[config.mk]
export PLATFORM = sky130hd
export DESIGN_NAME = ksx_cell
export DESIGN_NICKNAME = d
export VERILOG_FILES = /design/src/hdl/ksx_pkg.sv /design/src/hdl/ksx_cell.sv
export SDC_FILE = /design/constraint.sdc
export NUM_CORES = 1
export LEC_CHECK = 0
export ABC_CLOCK_PERIOD_IN_PS = 4300
export BUFFER_PORTS_ARGS = -buffer_cell sky130_fd_sc_hd__buf_2
export CORE_AREA = 2 2 252 254
export DETAILED_ROUTE_END_ITERATION = 8
export DIE_AREA = 0 0 254 256
export GPL_TIMING_DRIVEN = 1
export PLACE_DENSITY_LB_ADDON = 0.2
export SLEW_MARGIN = 15
export SYNTH_ARGS = -nofsm -noshare
export SYNTH_HDL_FRONTEND = slang
export SYNTH_SLANG_ARGS = --single-unit
[constraint.sdc]
create_clock -name clk -period 4.3 [get_ports clk]
set_input_delay 0.645 -clock clk [delete_from_list [all_inputs] [get_ports clk]]
set_output_delay 0.645 -clock clk [all_outputs]
set_load 0.01 [all_outputs]
[src/hdl/ksx_pkg.sv]
// Package for the kinematic successor expander: types, constants, CORDIC table.
// No dependencies; used by every module of the block.
package ksx_pkg;

  localparam int COORD_FRAC_BITS = 16;
  localparam int ANGLE_BITS      = 16;
  localparam int TRIG_ITER_DEF   = 16;
  localparam int ATAN_LEN        = 24;
  localparam int ANGLE_SHIFT     = 32 - ANGLE_BITS;

  localparam logic signed [33:0] CORDIC_START = 34'sd652032874;
  localparam logic signed [31:0] UNIT30       = 32'sd1073741824;

  // turning step below 1000 rad is taken as straight
  localparam longint STRAIGHT_LIM = (64'd1000000000 << ANGLE_BITS);
  localparam longint STRAIGHT_MAX = (STRAIGHT_LIM - 1) / 6283185;

  localparam logic [2:0] PRIM_STRAIGHT = 3'd0;
  localparam logic [2:0] PRIM_LEFT     = 3'd1;
  localparam logic [2:0] PRIM_REV      = 3'd3;
  localparam logic [2:0] PRIM_MAX      = 3'd5;

  localparam logic [7:0] REG_STEP     = 8'd0;
  localparam logic [7:0] REG_RADIUS   = 8'd1;
  localparam logic [7:0] REG_ANGLE    = 8'd2;
  localparam logic [7:0] REG_PEN_TURN = 8'd3;
  localparam logic [7:0] REG_PEN_REV  = 8'd4;
  localparam logic [7:0] REG_PEN_DIR  = 8'd5;
  localparam logic [7:0] REG_GRID_W   = 8'd6;
  localparam logic [7:0] REG_GRID_H   = 8'd7;

  typedef struct packed {
    logic [31:0] step;
    logic [31:0] radius;
    logic [14:0] angle;
    logic [15:0] pen_turn;
    logic [15:0] pen_rev;
    logic [15:0] pen_dir;
    logic [15:0] grid_w;
    logic [15:0] grid_h;
  } ksx_cfg_t;

  typedef struct packed {
    logic [31:0] px;
    logic [31:0] py;
    logic [15:0] nh;
    logic [31:0] cost;
    logic        rev;
    logic        straight;
    logic        left;
    logic        t_turn;
    logic        t_dir;
  } ksx_item_t;

  typedef struct packed {
    logic signed [33:0] x;
    logic signed [33:0] y;
    logic signed [32:0] z;
    logic               neg;
  } ksx_rot_t;

  function automatic logic [31:0] atan_turn(input int i);
    logic [31:0] v;
    case (i)
      0:  v = 32'd536870912;
      1:  v = 32'd316933406;
      2:  v = 32'd167458907;
      3:  v = 32'd85004756;
      4:  v = 32'd42667331;
      5:  v = 32'd21354465;
      6:  v = 32'd10679838;
      7:  v = 32'd5340245;
      8:  v = 32'd2670163;
      9:  v = 32'd1335087;
      10: v = 32'd667544;
      11: v = 32'd333772;
      12: v = 32'd166886;
      13: v = 32'd83443;
      14: v = 32'd41722;
      15: v = 32'd20861;
      16: v = 32'd10430;
      17: v = 32'd5215;
      18: v = 32'd2608;
      19: v = 32'd1304;
      20: v = 32'd652;
      21: v = 32'd326;
      22: v = 32'd163;
      23: v = 32'd81;
      default: v = 32'd0;
    endcase
    return v;
  endfunction

endpackage

[src/hdl/ksx_cell.sv]
// One CORDIC rotation cell of the chain, two angle channels plus item sidecar.
// Depends on ksx_pkg.
module ksx_cell #(
  parameter int ITER = 0
) (
  input  logic              clk,
  input  logic              rst,
  input  logic              en,
  input  logic              in_valid,
  input  ksx_pkg::ksx_item_t in_item,
  input  ksx_pkg::ksx_rot_t  in_a,
  input  ksx_pkg::ksx_rot_t  in_b,
  output logic              out_valid,
  output ksx_pkg::ksx_item_t out_item,
  output ksx_pkg::ksx_rot_t  out_a,
  output ksx_pkg::ksx_rot_t  out_b
);
  import ksx_pkg::*;

  localparam logic signed [32:0] ATAN = $signed({1'b0, atan_turn(ITER)});

  function automatic ksx_rot_t rotate(input ksx_rot_t r);
    ksx_rot_t o;
    o = r;
    if (!r.z[32]) begin
      o.x = r.x - (r.y >>> ITER);
      o.y = r.y + (r.x >>> ITER);
      o.z = r.z - ATAN;
    end else begin
      o.x = r.x + (r.y >>> ITER);
      o.y = r.y - (r.x >>> ITER);
      o.z = r.z + ATAN;
    end
    return o;
  endfunction

  always_ff @(posedge clk) begin
    if (rst) begin
      out_valid <= 1'b0;
    end else if (en) begin
      out_valid <= in_valid;
    end
  end

  always_ff @(posedge clk) begin
    if (en) begin
      out_item <= in_item;
      out_a    <= rotate(in_a);
      out_b    <= rotate(in_b);
    end
  end

endmodule

==> results.json <==
{
  "postCtsHoldBufs": 0,
  "crit_arrival_ps": 3830,
  "power_density_nw_per_um2": 377,
  "synthArstFlopShare_pct": 0,
  "yosysWarnings": 0,
  "drv_slew": 0,
  "pwr-share-comb_pct": 28.5,
  "ys_seq_elements": 320,
  "setup_viol": 0,
  "syn_area_per_cell_um2": 10.0,
  "place_inst": 3615,
  "wl_met2_um": 44500,
  "synth_top_flop_cell": "edfxtp_1",
  "ys_types": 88,
  "num_rows": 92,
  "drt_wl_total_um": 91300,
  "rr_worst_depth": 2,
  "cp_data_required_time_ps": 4560,
  "layout.nets": 3345,
  "status": "complete, no violations",
  "holdPathStages": 2,
  "fmax_mhz": 281,
  "seq_area_um2": 9600,
  "insertion_delay_ps": 560,
  "cts_root_buf": "clkbuf_16",
  "clock_path_buffers": 3,
  "routedWlPerCell_um": 24.7,
  "grt.total_usage_pct": 27.0,
  "highest_layer": "met5",
  "multiInputGateArea_um2": 10900,
  "clk_pin_slew_ps": 50,
  "cts_setup_buffers": 0,
  "drcViolationCount": 0,
  "io_buffers": 646,
  "grt_pass1_vias": 19600,
  "postSynthCellCount": 2159,
  "hold_violations": 0,
  "synth-edff-count": 319,
  "grt_start_max_net_pins": 110,
  "cts_tree": "yes",
  "min_to": "out_valid",
  "p_switching_mw": 3.45,
  "gp_congestion": 1.00,
  "vias_per_cell": 5.42,
  "finalCriticalPeriod_ps": 3560,
  "sw_frac_of_total_pct": 33.4,
  "layout.cells.non_filler": 3692,
  "fillers": 6165,
  "die_w_um": 254,
  "initial_core_util_pct": 34.8,
  "grt_setup_unrepaired": "no",
  "via_count": 20000,
  "slew_headroom_pct": 25.2,
  "hp-class": "in -> reg",
  "grt_overflow": 0,
  "cap_violations": 0,
  "min_period_over_period_pct": 82.9,
  "grt_pass1_wl_um": 131000,
  "routed-wl-met3_um": 8030,
  "peakVddDrop_mv": 0.260,
  "pwr-share-clk_pct": 32.4,
  "synth_area_um2": 21700,
  "core_um2": 62400,
  "synth_area_leaders": "edfxtp_1 44%, ha_1 12%, a21oi_1 5.5%",
  "path_class": "in -> reg",
  "critPathLaunchType": "input pin",
  "cts_made_buffers": 39,
  "post-dp-hpwl_um": 74700,
  "clock_sinks": 320,
  "synth_fp_nets": 2694,
  "reg2reg_to": "out_valid",
  "synth_top_cell_by_area": "edfxtp_1",
  "ctsResizeCount": 0,
  "hold_start": "rst",
  "antenna_found_initial": 20,
  "dieArea_um2": 65000,
  "p_int_mw": 6.87,
  "wl_met1_um": 35900,
  "io_pins": 647,
  "worstMarginPinSlew_ps": 1120,
  "clock_skew_ps": 0,
  "worst-path-max-fanout": 5,
  "first_pass_iters": 6,
  "antenna_left": 0,
  "end_kind": "flop",
  "seq_power_share_pct": 39.2,
  "r2r-start": "out_valid",
  "die_h_um": 256,
  "drt_iter0_drc": 1841,
  "r2r_slack_ps": 3700,
  "yosysSeqAreaShare_pct": 44.3,
  "area_delta_synth_final_pct": 26.1,
  "drive_above_1_share_pct": 28.0,
  "cellLeakagePower_nw": 12.0,
  "h-tree-depth": 2,
  "tns_ps": 0,
  "yosysTopAreaCellShare_pct": 44.2
}
## layer usage
layer	vias to the layer above	global-route usage, %
met4	14	9.00
met2	972	46.1
met3	142	6.65
met5	-	0
met1	9714	33.2
li1	9168	-
## worst max-delay path, stage by stage
cell and delay (ps):
buf_2 160, inv_1 100, ha_1 320, nor2b_1 150, o31ai_1 320, a21oi_1 230
a221oi_1 580, a21boi_0 190, nor3_1 630, o211ai_1 170, o21ai_0 150, xnor2_1 180
## synthesized netlist by cell type, types with 7 or more instances
library cell / n
o21ai_0: 150
xnor2_1: 112
a21oi_1: 239
nor4_1: 18
ha_1: 202
nand2b_1: 25
xor2_1: 19
a21boi_0: 9
nor2b_1: 35
a31oi_1: 16
nand4_1: 29
or3_1: 13
o211ai_1: 21
fa_1: 8
a22oi_1: 7
clkbuf_1: 40
nand3_1: 28
nand2_1: 88
a211oi_1: 18
inv_1: 204
o31ai_1: 16
nor2_1: 147
edfxtp_1: 319
a21o_1: 36
mux2i_1: 33
buf_1: 18
buf_2: 29
nor3_1: 44
o21a_1: 20
or4_1: 7
o21bai_1: 51
## power by group through the flow
stage / Combinational (mW) / Clock [mW] / Sequential (mW)
final: 2.94 / 3.34 / 4.04
after global routing: 3.15 / 3.53 / 4.07
after global placement: 2.90 / 0 / 4.10
after floorplan: 1.38 / 0 / 4.27
after CTS: 2.91 / 3.43 / 4.04
after detailed placement: 2.89 / 0 / 4.10
## cells by family (layout without fill, tap and decap cells)
kind of cell	Yosys count	in the layout	synth area share [%]
AND/OR/NAND/NOR	472	472	10.7
XOR/XNOR	131	131	5.29
adder cells (fa/ha/maj)	210	210	12.4
multiplexers	33	33	1.52
flip-flops	320	320	44.3
AO/OA/AOI/OAI	691	691	20.3
other	0	7	0
buffers and inverters	302	982	5.48
## registers in the layout, summed over array words and instances, names as in the netlist
register	count
out_a	101
out_b	101
out_item	117
out_valid	1
## layout make-up
type,instances,area share [%]
Multi-Input combinational cell,1537,39.9
Antenna cell,7,0.0641
Inverter,210,2.88
Sequential cell,320,35.1
Timing Repair Buffer,702,13.5
Clock buffer,45,3.65
Tap cell,846,3.87
Clock inverter,25,1.03
## worst max path at each step
| stage | startpoint | endpoint | slack [ps] | cells after the start |
|---|---|---|---|---|
| floorplan | in_a[34] | out_a[98] | 1020 | 11 |
| global placement | in_b[36] | out_b[100] | 320 | 12 |
| detailed placement | in_b[35] | out_b[97] | 240 | 12 |
| CTS | in_b[35] | out_b[97] | 880 | 12 |
| global route | in_b[35] | out_b[97] | 630 | 12 |
| finish | in_b[35] | out_b[97] | 740 | 12 |
## stage by stage
step | hold slack [ps] | instance area [um2] | utilization [%] | total power, mW | setup WS (ps)
6_report | 236 | 27300 | 43.8 | 10.3 | 735
5_1_grt | 200 | 27300 | 43.8 | 10.8 | 626
4_1_cts | 188 | 27300 | 43.8 | 10.4 | 881
3_5_place_dp | 484 | 26000 | 41.7 | 6.99 | 240
3_3_place_gp | 468 | 26000 | 41.7 | 7.00 | 319
2_1_floorplan | 528 | 21700 | - | 5.66 | 1020
## cell usage in the layout (no fill, tap or decap), drive strengths merged, types with 20 or more instances in the layout
| cell type | n |
|---|---|
| buf | 702 |
| edfxtp | 319 |
| a21oi | 240 |
| inv | 207 |
| ha | 202 |
| o21ai | 158 |
| nor2 | 148 |
| xnor2 | 112 |
| nand2 | 88 |
| o21bai | 51 |
| clkbuf | 45 |
| nor3 | 44 |
| a21o | 36 |
| nor2b | 35 |
| mux2i | 33 |
| nand4 | 29 |
| nand3 | 28 |
| nand2b | 25 |
| o211ai | 22 |
| clkinv | 21 |
| o21a | 20 |
(Power assumes the default switching activity.)
